==> config.mk <==
export PLATFORM = sky130hd
export DESIGN_NAME = nscp_ctrl
export DESIGN_NICKNAME = d
export VERILOG_FILES = /design/src/design/nscp_pkg.sv /design/src/design/nscp_ctrl.sv
export SDC_FILE = /design/constraint.sdc
export NUM_CORES = 1
export LEC_CHECK = 0
export BUFFER_PORTS_ARGS = -buffer_cell sky130_fd_sc_hd__buf_4
export CELL_PAD_IN_SITES_DETAIL_PLACEMENT = 1
export CELL_PAD_IN_SITES_GLOBAL_PLACEMENT = 1
export CORE_AREA = 2 2 39 41
export DETAILED_ROUTE_END_ITERATION = 12
export DIE_AREA = 0 0 41 43
export PLACE_DENSITY_LB_ADDON = 0.12
export SETUP_SLACK_MARGIN = 0.15
export SLEW_MARGIN = 5
export SYNTH_ARGS = -nofsm -noshare
export SYNTH_HDL_FRONTEND = slang
export SYNTH_SLANG_ARGS = --single-unit
==> constraint.sdc <==
create_clock -name clk -period 1.5 [get_ports clk]
set_input_delay 0.15 -clock clk [delete_from_list [all_inputs] [get_ports clk]]
set_output_delay 0.15 -clock clk [all_outputs]
set_load 0.02 [all_outputs]
==> src/design/nscp_pkg.sv <==
package nscp_pkg;

	// default sizes
	localparam int SLOTS_DEF      = 1024;
	localparam int NEST_DEPTH_DEF = 32;

	// field widths
	localparam int ACT_W  = 2;
	localparam int SLOT_W = 10;
	localparam int TS_W   = 64;
	localparam int STS_W  = 2;
	localparam int SUM_W  = 64;
	localparam int HIT_W  = 32;

	// event codes
	localparam logic [ACT_W-1:0] ACT_ENTER = 2'd0;
	localparam logic [ACT_W-1:0] ACT_EXIT  = 2'd1;
	localparam logic [ACT_W-1:0] ACT_READ  = 2'd2;

	// status codes
	localparam logic [STS_W-1:0] ST_OK        = 2'd0;
	localparam logic [STS_W-1:0] ST_OVERFLOW  = 2'd1;
	localparam logic [STS_W-1:0] ST_UNDERFLOW = 2'd2;
	localparam logic [STS_W-1:0] ST_BAD_SLOT  = 2'd3;

	// controller to datapath
	typedef struct packed {
		logic clear;
		logic capture;
		logic lookup;
		logic commit;
		logic load_out;
	} nscp_cmd_t;

	// datapath to controller
	typedef struct packed {
		logic clear_last;
		logic exit_go;
	} nscp_sts_t;

endpackage

==> src/design/nscp_ctrl.sv <==
module nscp_ctrl (
	input  logic                clk,
	input  logic                arst_n,
	input  logic                in_valid,
	output logic                in_ready,
	output logic                out_valid,
	input  logic                out_ready,
	output nscp_pkg::nscp_cmd_t cmd,
	input  nscp_pkg::nscp_sts_t sts
);
	import nscp_pkg::*;

	localparam logic [2:0] S_CLEAR  = 3'd0;
	localparam logic [2:0] S_IDLE   = 3'd1;
	localparam logic [2:0] S_LOOKUP = 3'd2;
	localparam logic [2:0] S_COMMIT = 3'd3;
	localparam logic [2:0] S_RESP   = 3'd4;

	logic [2:0] state_q;
	logic [2:0] state_d;
	logic       out_valid_q;
	logic       out_free;

	assign out_free  = !out_valid_q || out_ready;
	assign in_ready  = (state_q == S_IDLE);
	assign out_valid = out_valid_q;

	always_comb begin
		state_d = state_q;
		cmd     = '0;
		case (state_q)
			S_CLEAR: begin
				cmd.clear = 1'b1;
				if (sts.clear_last) state_d = S_IDLE;
			end
			S_IDLE: begin
				if (in_valid) begin
					cmd.capture = 1'b1;
					state_d     = S_LOOKUP;
				end
			end
			S_LOOKUP: begin
				cmd.lookup = 1'b1;
				state_d    = sts.exit_go ? S_COMMIT : S_RESP;
			end
			S_COMMIT: begin
				cmd.commit = 1'b1;
				state_d    = S_RESP;
			end
			S_RESP: begin
				if (out_free) begin
					cmd.load_out = 1'b1;
					state_d      = S_IDLE;
				end
			end
			default: begin
				state_d = S_CLEAR;
			end
		endcase
	end

	always_ff @(posedge clk or negedge arst_n) begin
		if (!arst_n) begin
			state_q     <= S_CLEAR;
			out_valid_q <= 1'b0;
		end else begin
			state_q <= state_d;
			if (cmd.load_out) out_valid_q <= 1'b1;
			else if (out_ready) out_valid_q <= 1'b0;
		end
	end

endmodule

# Word-level counts from Yosys, hierarchy flattened
# Cells that the tools add are included.
[op_classes] reduce_logical=5 mux=14 n_eq_ne=7
[op_table] operator="one-hot mux 3 bit (5 select lines)" count=1
[op_table] operator="2-to-1 mux 3 bit" count=4
[op_table] operator="2-to-1 mux 1 bit" count=9
[op_table] operator="== test 3 x 2 -> 1 bit (second input constant)" count=2
[op_table] operator="inequality test 2 bit (second input constant)" count=3
[op_table] operator="== test 3 x 1 -> 1 bit (second input constant)" count=1
[op_table] operator="== test 3 bit (second input constant)" count=1
[op_table] operator="zero test 3 bit" count=1
[op_table] operator="AND reduction 3 bit" count=1
[op_table] operator="nonzero test 2 bit" count=1
[op_table] operator="zero test 1 bit" count=1
[op_table] operator="logical OR 1 bit" count=1
[totals] in_bits=6 register_bits=4

# Logic depth before layout (Yosys ltp)
# Gate-level depths: netlist of run 1.
[logic_depth] word_depth=5 ltp_mapped=4 mapped_depth_nobuf=3

# Worst setup path after synthesis of run 1
# Ideal clock, no wire load.
[synth_timing] kind="register to register" from="register out_valid_q, in the netlist out_valid" to="register state_q[0]" synth_period_minus_slack_ns=1.175 path_slack_ns=0.325 path_buffers=0 arrival_ns=1.048 path_stages_with_launch=4 required_time_ns=1.373 path_cell_list="dfrtp_1 -> nand2b_1 -> and3_4 -> a311o_2"
[synth_between] elab_chain_len=4
[synth_lines] item="from (decl)" line="nscp_ctrl.sv:21" rtl="logic out_valid_q;"
[synth_lines] item="from (signal assigned)" line="nscp_ctrl.sv:65" rtl="out_valid_q <= 1'b0;"
[synth_lines] item="from (signal assigned)" line="nscp_ctrl.sv:68" rtl="if (cmd.load_out) out_valid_q <= 1'b1;"
[synth_lines] item="from (signal assigned)" line="nscp_ctrl.sv:69" rtl="else if (out_ready) out_valid_q <= 1'b0;"
[synth_lines] item="zero test 1 bit" line="nscp_ctrl.sv:24" rtl="assign out_free = !out_valid_q || out_ready;"
[synth_lines] item="logical OR 1 bit" line="nscp_ctrl.sv:24"
[synth_lines] item="inequality test 2 bit (no source line)"
[synth_lines] item="AND reduction 3 bit (no source line)"
[synth_lines] item="to (signal assigned)" line="nscp_ctrl.sv:67" rtl="state_q <= state_d;"
[synth_lines] item="to (decl)" line="nscp_ctrl.sv:19" rtl="logic [2:0] state_q;"
# Every way passes these cells.
# A chain may end at the register's enable or synchronous reset.

==> qor.json, run 1 <==
{
  "power": {
    "power_report.internal_total_mw": 0.495,
    "combPwrFrac": 0.537,
    "net_switching_share_of_the_total_power": 0.442,
    "powerDensity_nw_per_um2": 2320,
    "p_switching_mw": 0.392,
    "leakage_nw": 0.174,
    "power_frac_seq": 0.310,
    "power.ir.vdd_worst_uv": 658,
    "clock_power_share": 0.152
  },
  "grt": {
    "track_usage": 0.0937,
    "grt_max_degree": 11,
    "number_of_global_route_vias_before_repair": 235,
    "first_pass_grt_wire_length_um": 1070,
    "grt_residual_overflow": 0,
    "initial_antenna_violation_count": 0
  },
  "logic_synthesis": {
    "synth_area_um2": 249,
    "seq_area_frac_synth": 0.402,
    "synth_enable_flop_cells": 0,
    "postSynthCellCount": 26,
    "post_synth_main_area_contributors": "dfrtp_1 (40%), a2111oi_2 (6.0%), buf_4 (6.0%)",
    "postSynthNetCount": 32,
    "synth.cells.most_frequent": "dfrtp_1 (4), nand2_1 (4), buf_4 (2), nor2_1 (2)",
    "synthFlopType": "dfrtp_1",
    "post_synthesis_mean_instance_area_um2": 9.58,
    "synth_area_leader": "dfrtp_1",
    "fraction_of_registers_with_async_set_reset": 1.00,
    "synth.ff_latch_count": 4,
    "synth_warnings": 0,
    "post-synth-top-area-fraction": 0.402,
    "ys_types": 18
  },
  "timing": {
    "fin_tns_setup_ns": 0,
    "fin_crit_sh": 0.874,
    "hold-worst-slack_ns": 0.229,
    "finalHoldViolCount": 0,
    "timing.max_slew.rel_slack": 0.810,
    "worst_slew_pin_slew_ns": 0.284,
    "clock-skew-final_ns": 0.00495,
    "rsz0062_at_grt": "yes",
    "fmax_mhz": 762,
    "timing.final.crit_period_ns": 1.31,
    "setup_violations": 0,
    "finalMaxSlewViolations": 0
  },
  "placement": {
    "io_buffer_count": 12,
    "gpl.final_weighted_congestion": 0.760,
    "hpwl_um": 545
  },
  "clocking": {
    "clock_tree_from_tritoncts": "yes",
    "clk_pin_slew_ns": 0.04,
    "cts_inserted_buffers": 3,
    "ctsLongestPathBuffers": 2,
    "latest_clock_arrival_within_the_worst_skew_pair_ns": 0.24,
    "ctsHtreeMaxLevel": 1,
    "cts_post_setup_buffers_inserted": 0,
    "cts-root-buf": "clkbuf_4",
    "tritoncts_num_sinks": 4
  },
  "flow_run": {
    "maxCapViolations": 0
  },
  "setup_path": {
    "crit-reg2reg-launch": "state_q[0]",
    "worst-path-max-fanout": 10,
    "setup.worst_path.start": "state_q[1]",
    "cp_data_required_time_ns": 1.35,
    "endpoint_kind": "primary output",
    "critPathMaxStageDelay_ns": 0.46,
    "sequence_of_cells_on_the_critical_path": "nor2_2 -> and3_4 -> buf_4",
    "crit_path_top_delay_cell": "dfrtp_2",
    "timing.critical_path.arrival_ns": 1.16,
    "timing.rr.end": "state_q[0]",
    "crit_type": "reg -> out",
    "worst_setup_path_start_kind": "register",
    "worst_r2r_path_depth": 3,
    "rrSetupSlack_ns": 0.32
  },
  "die": {
    "initial_utilization": 0.180,
    "dieWidth_um": 41,
    "num_rows": 14,
    "die_h_um": 43,
    "floorplan.die_area_um2": 1760,
    "ioPinCount": 13,
    "core_area_um2": 1380
  },
  "detailed_routing": {
    "detail_route.wl_per_cell_um": 12.2,
    "routed_wl_um": 685,
    "dr_total_vias": 241,
    "drc": 0,
    "ant_nets": 0,
    "drt-initial-drc-count": 0,
    "drt-pass1-iter-count": 1,
    "route.detailed.vias_per_inst": 4.30
  },
  "final_layout": {
    "multi_input_comb_area_um2": 133,
    "final_net_count": 48,
    "regArea_um2": 104,
    "fillers": 168,
    "area_delta_synth_final_pct": 53.8,
    "layout-drive-gt1-share": 0.625,
    "diodes": 0,
    "postLayoutCoreUtil": 0.277
  },
  "outcome": {
    "run_status": "completed"
  },
  "hold_path": {
    "min-delay-path-class": "in -> reg",
    "hold_path_startpoint": "out_ready",
    "holdPathEnd": "out_valid",
    "worstHoldPathCells": 3
  }
}
[cells in the final DEF (no fill, tap or decap), types with 2 or more instances in the layout]
master,count
buf_4,12
nand2_1,4
clkbuf_4,3
dfrtp_2,3
nor2_2,2
[metrics by stage]
stage	total power [mW]	instance area (um^2)	setup slack, ns	instances
finish	0.887	383	0.188	56
global route	0.957	383	0.124	56
CTS	0.893	379	0.155	56
detailed placement	0.746	344	0.264	52
global placement	0.736	344	0.302	52
floorplan	0.578	249	0.325	26
[layer usage]
metal  GRT usage  up-vias  share of wire
li1            -      119              -
met1       0.123      113           0.43
met2       0.125        9           0.52
met3      0.0471        0          0.047
met4      0.0400        0              0
met5           0        -              0
[worst max-delay path, delay by kind of cell, from the launching register on]
| kind | cells | cell delay, ns |
|---|---|---|
| simple gates | 2 | 0.33 |
| flops | 1 | 0.46 |
| buf+inv | 1 | 0.13 |
[how the worst max path moves through the flow]
stage,end,depth (start not counted)
4_1_cts,cmd[0],3
2_1_floorplan,state_q[0],3
3_3_place_gp,state_q[0],3
5_1_grt,cmd[0],3
6_report,cmd[0],3
3_5_place_dp,state_q[0],3
[layout make-up]
class / instances / area share
clock buffer: 3 / 0.0588
tap: 16 / 0.0523
inverter: 1 / 0.00980
multi-input combinational: 19 / 0.346
sequential: 4 / 0.271
timing repair buffer: 13 / 0.261
[power by group through the flow]
stage	Sequential, mW	Combinational (mW)	Clock (mW)
after floorplan	0.206	0.372	0
after global placement	0.259	0.477	0
after detailed placement	0.267	0.479	0
after CTS	0.269	0.485	0.139
after global routing	0.293	0.512	0.153
final	0.275	0.477	0.135
[kinds of logic after synthesis]
family / count (synthesis) / synth area share
buffers and inverters: 3 / 0.0753
and+or+nand+nor: 15 / 0.372
AOI/OAI and AO/OA: 4 / 0.151
DFF: 4 / 0.402
[registers in the layout, indices dropped and copies added (netlist names)]
signal and cells:
out_valid 1, state_q 3
[what timing repair did]
item / in CTS / in global routing
hold buffers: 1 / 0
setup endpoints to repair: 1 / 3
hold endpoints to repair: 4 / 0
gates resized for setup: 2 / 2
cloned: 0 / 0
(Power assumes the default switching activity.)
==> inputs of run 2 (changes only) <==
CTS_BUF_LIST = sky130_fd_sc_hd__clkbuf_16   (was not set)
==> run 2 against run 1 <==
  * Sequential power increased by 2%
  * Clock skew fell by 0.0026 ns
  * Non-clock buffer count stayed put
  * Fmax down 0.16%
  * Cell count is the same
  * First-iteration DRC count is 3 higher
  * Final area grew 14%
  * Worst hold slack improved by 0.013 ns
  * Setup slack got worse by 0.0021 ns
  * Sequential share of layout area is 3.3 points lower
  * Critical path type unchanged
  * Highest routed layer is now met4
==> qor.json, run 2 (synthesis gave the netlist of run 1 again) <==
{
  "grt": {
    "grt_residual_overflow": {"value": 0, "change": "unchanged"},
    "grt_util_met2": {"value": 0.153, "change": "was 0.125"},
    "first_pass_grt_wire_length": {"value": 1190, "unit": "um", "change": "was 1070 um"},
    "gr-usage-met1": {"value": 0.130, "change": "was 0.123"},
    "track_usage": {"value": 0.114, "change": "was 0.0937"},
    "grt_max_degree": {"value": 11, "change": "unchanged"},
    "number_of_global_route_vias_before_repair": {"value": 247, "change": "was 235"},
    "globalRoute.busiestLayer": {"value": "met2", "change": "unchanged"},
    "met3_usage": {"value": 0.0314, "change": "was 0.0471"},
    "initial_antenna_violation_count": {"value": 0, "change": "unchanged"}
  },
  "detailed_routing": {
    "route.detailed.vias_per_inst": {"value": 4.39, "change": "was 4.30"},
    "dr_total_vias": {"value": 246, "change": "was 241"},
    "ant_nets": {"value": 0, "change": "unchanged"},
    "drt-pass1-iter-count": {"value": 2, "change": "was 1"},
    "drt-initial-drc-count": {"value": 3, "change": "was 0"},
    "drc": {"value": 0, "change": "unchanged"},
    "detail_route.wl_per_cell": {"value": 14.1, "unit": "um", "change": "was 12.2 um"},
    "routed_wl": {"value": 788, "unit": "um", "change": "was 685 um"}
  },
  "setup_path": {
    "endpoint_kind": {"value": "primary output", "change": "unchanged"},
    "cp_data_required_time": {"value": 1.35, "unit": "ns", "change": "about the same"},
    "worst_setup_path_start_kind": {"value": "register", "change": "unchanged"},
    "worst_r2r_path_depth": {"value": 3, "change": "unchanged"},
    "crit_cells": {"value": 3, "change": "unchanged"},
    "critPathMaxStageDelay": {"value": 0.47, "unit": "ns", "change": "was 0.46 ns"},
    "timing.critical_path.arrival": {"value": 1.16, "unit": "ns", "change": "about the same"},
    "crit_path_top_delay_cell": {"value": "dfrtp_2", "change": "unchanged"},
    "worst-path-max-fanout": {"value": 10, "change": "unchanged"},
    "critical_path.top_delay_family": {"value": "flip-flops", "change": "unchanged"},
    "crit_type": {"value": "reg -> out", "change": "unchanged"},
    "critical_path.n_buffers_inverters": {"value": 1, "change": "unchanged"},
    "sequence_of_cells_on_the_critical_path": {"value": "nor2_2 -> and3_4 -> buf_4", "change": "unchanged"}
  },
  "clocking": {
    "tritoncts_num_sinks": {"value": 4, "change": "unchanged"},
    "clock_tree_from_tritoncts": {"value": "yes", "change": "unchanged"},
    "latest_clock_arrival_within_the_worst_skew_pair": {"value": 0.23, "unit": "ns", "change": "was 0.24 ns"},
    "ctsLongestPathBuffers": {"value": 2, "change": "unchanged"},
    "cts_inserted_buffers": {"value": 3, "change": "unchanged"},
    "ctsHtreeMaxLevel": {"value": 1, "change": "unchanged"},
    "cts-root-buf": {"value": "clkbuf_16", "change": "was clkbuf_4"},
    "clk_pin_slew": {"value": 0.03, "unit": "ns", "change": "was 0.04 ns"}
  },
  "final_layout": {
    "fillers": {"value": 165, "change": "was 168"},
    "largest_register_ffs": {"value": 3, "change": "unchanged"},
    "layout-drive-gt1-share": {"value": 0.625, "change": "unchanged"},
    "most-common-layout-cells": {"value": "buf_4 (12), nand2_1 (4), clkbuf_16 (3), dfrtp_2 (3), nor2_2 (2)", "change": "was buf_4 (12), nand2_1 (4), clkbuf_4 (3), dfrtp_2 (3), nor2_2 (2)"},
    "regArea": {"value": 104, "unit": "um^2", "change": "unchanged"},
    "final-instance-count-excl-fill": {"value": 56, "change": "unchanged"},
    "area_delta_synth_final": {"value": 74.9, "unit": "%", "change": "was 53.8%"},
    "top_register": {"value": "state_q", "change": "unchanged"},
    "final_net_count": {"value": 48, "change": "unchanged"},
    "multi_input_comb_area": {"value": 133, "unit": "um^2", "change": "unchanged"},
    "final_common_cell": {"value": "buf_4", "change": "unchanged"},
    "diodes": {"value": 0, "change": "unchanged"}
  },
  "power": {
    "power_frac_seq": {"value": 0.236, "change": "was 0.310"},
    "leakage": {"value": 0.198, "unit": "nW", "change": "was 0.174 nW"},
    "powerDensity": {"value": 2730, "unit": "nW/um^2", "change": "was 2320 nW/um^2"},
    "clock_power_share": {"value": 0.359, "change": "was 0.152"},
    "net_switching_share_of_the_total_power": {"value": 0.370, "change": "was 0.442"},
    "power_report.internal_total": {"value": 0.747, "unit": "mW", "change": "was 0.495 mW"},
    "power.ir.vdd_worst": {"value": 749, "unit": "uV", "change": "was 658 uV"},
    "p_switching": {"value": 0.440, "unit": "mW", "change": "was 0.392 mW"},
    "combPwrFrac": {"value": 0.405, "change": "was 0.537"}
  },
  "die": {
    "num_rows": {"value": 14, "change": "unchanged"},
    "floorplan.die_area": {"value": 1760, "unit": "um^2", "change": "unchanged"},
    "core_area": {"value": 1380, "unit": "um^2", "change": "unchanged"},
    "die_h": {"value": 43, "unit": "um", "change": "unchanged"},
    "dieWidth": {"value": 41, "unit": "um", "change": "unchanged"},
    "ioPinCount": {"value": 13, "change": "unchanged"},
    "initial_utilization": {"value": 0.180, "change": "unchanged"}
  },
  "hold_path": {
    "min-delay-path-class": {"value": "in -> reg", "change": "unchanged"},
    "worstHoldPathCells": {"value": 3, "change": "unchanged"}
  },
  "timing": {
    "setup_violations": {"value": 0, "change": "unchanged"},
    "timing.max_slew.rel_slack": {"value": 0.794, "change": "was 0.810"},
    "fin_crit_sh": {"value": 0.876, "change": "was 0.874"},
    "finalHoldViolCount": {"value": 0, "change": "unchanged"},
    "clock-skew-final": {"value": 0.00234, "unit": "ns", "change": "was 0.00495 ns"},
    "finalMaxSlewViolations": {"value": 0, "change": "unchanged"},
    "worst_slew_pin_slew": {"value": 0.308, "unit": "ns", "change": "was 0.284 ns"},
    "timing.final.crit_period": {"value": 1.31, "unit": "ns", "change": "about the same"},
    "fmax": {"value": 761, "unit": "MHz", "change": "was 762 MHz"},
    "fin_tns_setup": {"value": 0, "unit": "ns", "change": "unchanged"},
    "hold-worst-slack": {"value": 0.241, "unit": "ns", "change": "was 0.229 ns"},
    "rsz0062_at_grt": {"value": "yes", "change": "unchanged"}
  },
  "placement": {
    "gpl.final_weighted_congestion": {"value": 0.760, "change": "unchanged"},
    "io_buffer_count": {"value": 12, "change": "unchanged"},
    "dpl.cell_count": {"value": 52, "change": "unchanged"},
    "hpwl": {"value": 545, "unit": "um", "change": "unchanged"}
  },
  "outcome": {
    "run_status": {"value": "completed", "change": "unchanged"}
  },
  "flow_run": {
    "maxCapViolations": {"value": 0, "change": "unchanged"}
  }
}
-- run 2: worst reg2reg max path, delay by kind of cell (launching register included) --
kind,cells,cell delay (ns)
flops,1,0.47
compound gates,2,0.43
simple gates,1,0.17
-- run 2: final cells by class --
| cell class | count | share of cell area |
|---|---|---|
| Sequential cell | 4 | 0.239 |
| Multi-Input combinational cell | 19 | 0.305 |
| Timing Repair Buffer | 13 | 0.230 |
| Inverter | 1 | 0.00862 |
| Clock buffer | 3 | 0.172 |
| Tap cell | 16 | 0.0460 |
-- run 2: final timing paths --
path | startpoint | end | slack, ns
max | state_q[1] | cmd[0] | 0.19
min | out_ready | out_valid | 0.24
max reg2reg | state_q[0] | state_q[0] | 0.30
min reg2reg | state_q[2] | state_q[1] | 0.54
max in group asynchronous | arst_n | state_q[0] | 1.13
min in group asynchronous | arst_n | state_q[2] | 0.26
-- run 2: per-stage QoR --
step | area [um^2] | worst slack, ns | total power, mW | util
after global placement | 344 | 0.302 | 0.736 | 0.249
final | 435 | 0.186 | 1.19 | 0.315
after floorplan | 249 | 0.325 | 0.578 | -
after CTS | 432 | 0.161 | 1.20 | 0.312
after detailed placement | 344 | 0.264 | 0.746 | 0.249
after global routing | 435 | 0.143 | 1.25 | 0.315
-- run 2: routing by layer --
metal  routed length [um]  up-vias  part of all wire
met3                   32        2             0.041
met1                  308      115              0.39
met4                   21        0             0.027
met2                  425       10              0.54
li1                     -      119                 -
met5                    0        -                 0
-- run 2: power groups by stage --
| stage | clock network (mW) | logic (mW) | registers [mW] |
|---|---|---|---|
| final | 0.427 | 0.481 | 0.280 |
| after global routing | 0.440 | 0.514 | 0.295 |
| after CTS | 0.435 | 0.488 | 0.273 |
| after detailed placement | 0 | 0.479 | 0.267 |
| after global placement | 0 | 0.477 | 0.259 |
| after floorplan | 0 | 0.372 | 0.206 |
-- run 2: what timing repair did --
action                                  in CTS  in global routing
endpoints found under the setup margin       1                  3
buffers inserted                             0                  0
resized for setup                            2                  2
hold buffers                                 1                  0
cloned                                       0                  0
hold endpoints to repair                     4                  0
==> inputs of run 3 (changes only) <==
CAP_MARGIN = 40   (was not set)
CELL_PAD_IN_SITES_GLOBAL_PLACEMENT = 2   (was 1)
==> run 3 against run 2 <==
  * Count of clock-buffer cells in the layout is the same
  * Critical path type unchanged
  * Worst hold slack worse by 0.017 ns
  * Critical path depth is the same
  * Setup slack got worse by 0.0047 ns
  * Utilization stayed put
  * Global-route usage down 0.28 points
  * First-iteration DRC count down 100%
  * Via count increased by 1.6%
==> qor.json, run 3 (synthesis gave the netlist of run 1 again) <==
{
  "timing": {
    "clock-skew-final": {"value": 0.00329, "unit": "ns", "change": "was 0.00234 ns"},
    "timing.max_slew.rel_slack": {"value": 0.807, "change": "was 0.794"},
    "timing.final.crit_period": {"value": 1.32, "unit": "ns", "change": "was 1.31 ns"},
    "setup_violations": {"value": 0, "change": "unchanged"},
    "finalHoldViolCount": {"value": 0, "change": "unchanged"},
    "finalWorstSetupSlack": {"value": 0.181, "unit": "ns", "change": "was 0.186 ns"},
    "fin_tns_setup": {"value": 0, "unit": "ns", "change": "unchanged"},
    "worst_slew_pin_slew": {"value": 0.289, "unit": "ns", "change": "was 0.308 ns"},
    "fmax": {"value": 758, "unit": "MHz", "change": "was 761 MHz"},
    "rsz0062_at_grt": {"value": "yes", "change": "unchanged"},
    "finalMaxSlewViolations": {"value": 0, "change": "unchanged"},
    "fin_crit_sh": {"value": 0.879, "change": "was 0.876"}
  },
  "power": {
    "powerDensity": {"value": 2690, "unit": "nW/um^2", "change": "was 2730 nW/um^2"},
    "power.ir.vdd_worst": {"value": 970, "unit": "uV", "change": "was 749 uV"},
    "leakage": {"value": 0.198, "unit": "nW", "change": "unchanged"}
  },
  "detailed_routing": {
    "drt-initial-drc-count": {"value": 0, "change": "was 3"},
    "ant_nets": {"value": 0, "change": "unchanged"},
    "drt-pass1-iter-count": {"value": 1, "change": "was 2"},
    "detail_route.wl_per_cell": {"value": 12.7, "unit": "um", "change": "was 14.1 um"},
    "drc": {"value": 0, "change": "unchanged"},
    "routed_wl": {"value": 713, "unit": "um", "change": "was 788 um"},
    "route.detailed.vias_per_inst": {"value": 4.46, "change": "was 4.39"},
    "dr_total_vias": {"value": 250, "change": "was 246"}
  },
  "grt": {
    "initial_antenna_violation_count": {"value": 0, "change": "unchanged"},
    "number_of_global_route_vias_before_repair": {"value": 275, "change": "was 247"},
    "grt_residual_overflow": {"value": 0, "change": "unchanged"},
    "first_pass_grt_wire_length": {"value": 1160, "unit": "um", "change": "was 1190 um"},
    "grt_max_degree": {"value": 11, "change": "unchanged"},
    "track_usage": {"value": 0.111, "change": "was 0.114"}
  },
  "setup_path": {
    "crit_type": {"value": "reg -> out", "change": "unchanged"},
    "endpoint_kind": {"value": "primary output", "change": "unchanged"},
    "worst_r2r_path_depth": {"value": 3, "change": "unchanged"},
    "rrSetupSlack": {"value": 0.32, "unit": "ns", "change": "was 0.30 ns"},
    "cp_data_required_time": {"value": 1.35, "unit": "ns", "change": "about the same"},
    "worst-path-max-fanout": {"value": 10, "change": "unchanged"},
    "crit_path_top_delay_cell": {"value": "dfrtp_2", "change": "unchanged"},
    "crit-reg2reg-launch": {"value": "state_q[0]", "change": "unchanged"},
    "timing.critical_path.arrival": {"value": 1.17, "unit": "ns", "change": "was 1.16 ns"},
    "timing.rr.end": {"value": "state_q[0]", "change": "unchanged"},
    "worst_setup_path_start_kind": {"value": "register", "change": "unchanged"},
    "critPathMaxStageDelay": {"value": 0.46, "unit": "ns", "change": "was 0.47 ns"},
    "sequence_of_cells_on_the_critical_path": {"value": "nor2_2 -> and3_4 -> buf_4", "change": "unchanged"}
  },
  "die": {
    "initial_utilization": {"value": 0.180, "change": "unchanged"},
    "die_h": {"value": 43, "unit": "um", "change": "unchanged"},
    "floorplan.die_area": {"value": 1760, "unit": "um^2", "change": "unchanged"},
    "ioPinCount": {"value": 13, "change": "unchanged"},
    "num_rows": {"value": 14, "change": "unchanged"},
    "dieWidth": {"value": 41, "unit": "um", "change": "unchanged"},
    "core_area": {"value": 1380, "unit": "um^2", "change": "unchanged"}
  },
  "clocking": {
    "tritoncts_num_sinks": {"value": 4, "change": "unchanged"},
    "cts_inserted_buffers": {"value": 3, "change": "unchanged"},
    "clock_tree_from_tritoncts": {"value": "yes", "change": "unchanged"},
    "cts-root-buf": {"value": "clkbuf_16", "change": "unchanged"},
    "ctsLongestPathBuffers": {"value": 2, "change": "unchanged"},
    "clk_pin_slew": {"value": 0.03, "unit": "ns", "change": "about the same"},
    "latest_clock_arrival_within_the_worst_skew_pair": {"value": 0.22, "unit": "ns", "change": "was 0.23 ns"},
    "ctsHtreeMaxLevel": {"value": 1, "change": "unchanged"}
  },
  "placement": {
    "pre_cts_ws": {"value": 0.239, "unit": "ns", "change": "was 0.264 ns"},
    "io_buffer_count": {"value": 12, "change": "unchanged"},
    "dpl.cell_count": {"value": 52, "change": "unchanged"},
    "hpwl": {"value": 532, "unit": "um", "change": "was 545 um"},
    "gpl.final_weighted_congestion": {"value": 0.669, "change": "was 0.760"}
  },
  "final_layout": {
    "layout-drive-gt1-share": {"value": 0.625, "change": "unchanged"},
    "diodes": {"value": 0, "change": "unchanged"},
    "final_common_cell": {"value": "buf_4", "change": "unchanged"},
    "top_register": {"value": "state_q", "change": "unchanged"},
    "area_delta_synth_final": {"value": 74.9, "unit": "%", "change": "unchanged"},
    "final-instance-count-excl-fill": {"value": 56, "change": "unchanged"},
    "final_net_count": {"value": 48, "change": "unchanged"},
    "largest_register_ffs": {"value": 3, "change": "unchanged"},
    "most-common-layout-cells": {"value": "buf_4 (12), nand2_1 (4), clkbuf_16 (3), dfrtp_2 (3), nor2_2 (2)", "change": "unchanged"}
  },
  "hold_path": {
    "min-delay-path-class": {"value": "in -> reg", "change": "unchanged"},
    "holdPathEnd": {"value": "state_q[1]", "change": "was out_valid"},
    "hold_path_startpoint": {"value": "in_valid", "change": "was out_ready"},
    "worstHoldPathCells": {"value": 3, "change": "unchanged"}
  },
  "outcome": {
    "run_status": {"value": "completed", "change": "unchanged"}
  },
  "flow_run": {
    "maxCapViolations": {"value": 0, "change": "unchanged"}
  }
}
-- run 3: final cells by class --
cell class,instances,area [um^2]
Multi-Input combinational cell,19,133
Fill cell,157,948
Clock buffer,3,75.1
Inverter,1,3.75
Tap cell,16,20.0
Timing Repair Buffer,13,100
Sequential cell,4,104
-- run 3: metrics by stage --
step	utilization	hold WS (ns)	area (um^2)	power [mW]
2_1_floorplan	-	-0.146	249	0.578
3_3_place_gp	0.249	-0.0509	344	0.739
3_5_place_dp	0.249	-0.0516	344	0.750
4_1_cts	0.314	0.225	434	1.19
5_1_grt	0.315	0.249	435	1.25
6_report	0.315	0.224	435	1.17
-- run 3: repair_timing --
item,4_1_cts,5_1_grt
resized for setup,3,1
endpoints found under the setup margin,1,3
setup buffers,0,0
hold buffers,1,0
hold endpoints to repair,4,0
-- run 3: power breakdown --
part           total (mW)  switching (mW)  internal (mW)
logic               0.478           0.240          0.238
clock network       0.411          0.0708          0.340
registers           0.281           0.113          0.168
total                1.17           0.424          0.746
-- run 3: worst max path at each step --
| stage | cells past startpoint | end | slack, ns | startpoint |
|---|---|---|---|---|
| 5_1_grt | 3 | cmd[0] | 0.13 | state_q[1] |
| 3_3_place_gp | 3 | state_q[0] | 0.30 | state_q[0] |
| 3_5_place_dp | 3 | state_q[0] | 0.24 | state_q[0] |
| 6_report | 3 | cmd[0] | 0.18 | state_q[1] |
| 2_1_floorplan | 3 | state_q[0] | 0.32 | out_valid |
| 4_1_cts | 3 | cmd[0] | 0.17 | state_q[1] |
-- run 3: per-layer routing --
metal	wire length (um)	GRT usage
met5	0	0
met4	25	0.0800
met3	65	0.0785
met2	346	0.156
met1	275	0.108
-- run 3: worst max-delay path: cells and delay by family (launching register included) --
kind          cells  cell delay (ns)
buf+inv           1             0.13
flops             1             0.46
simple gates      2             0.34
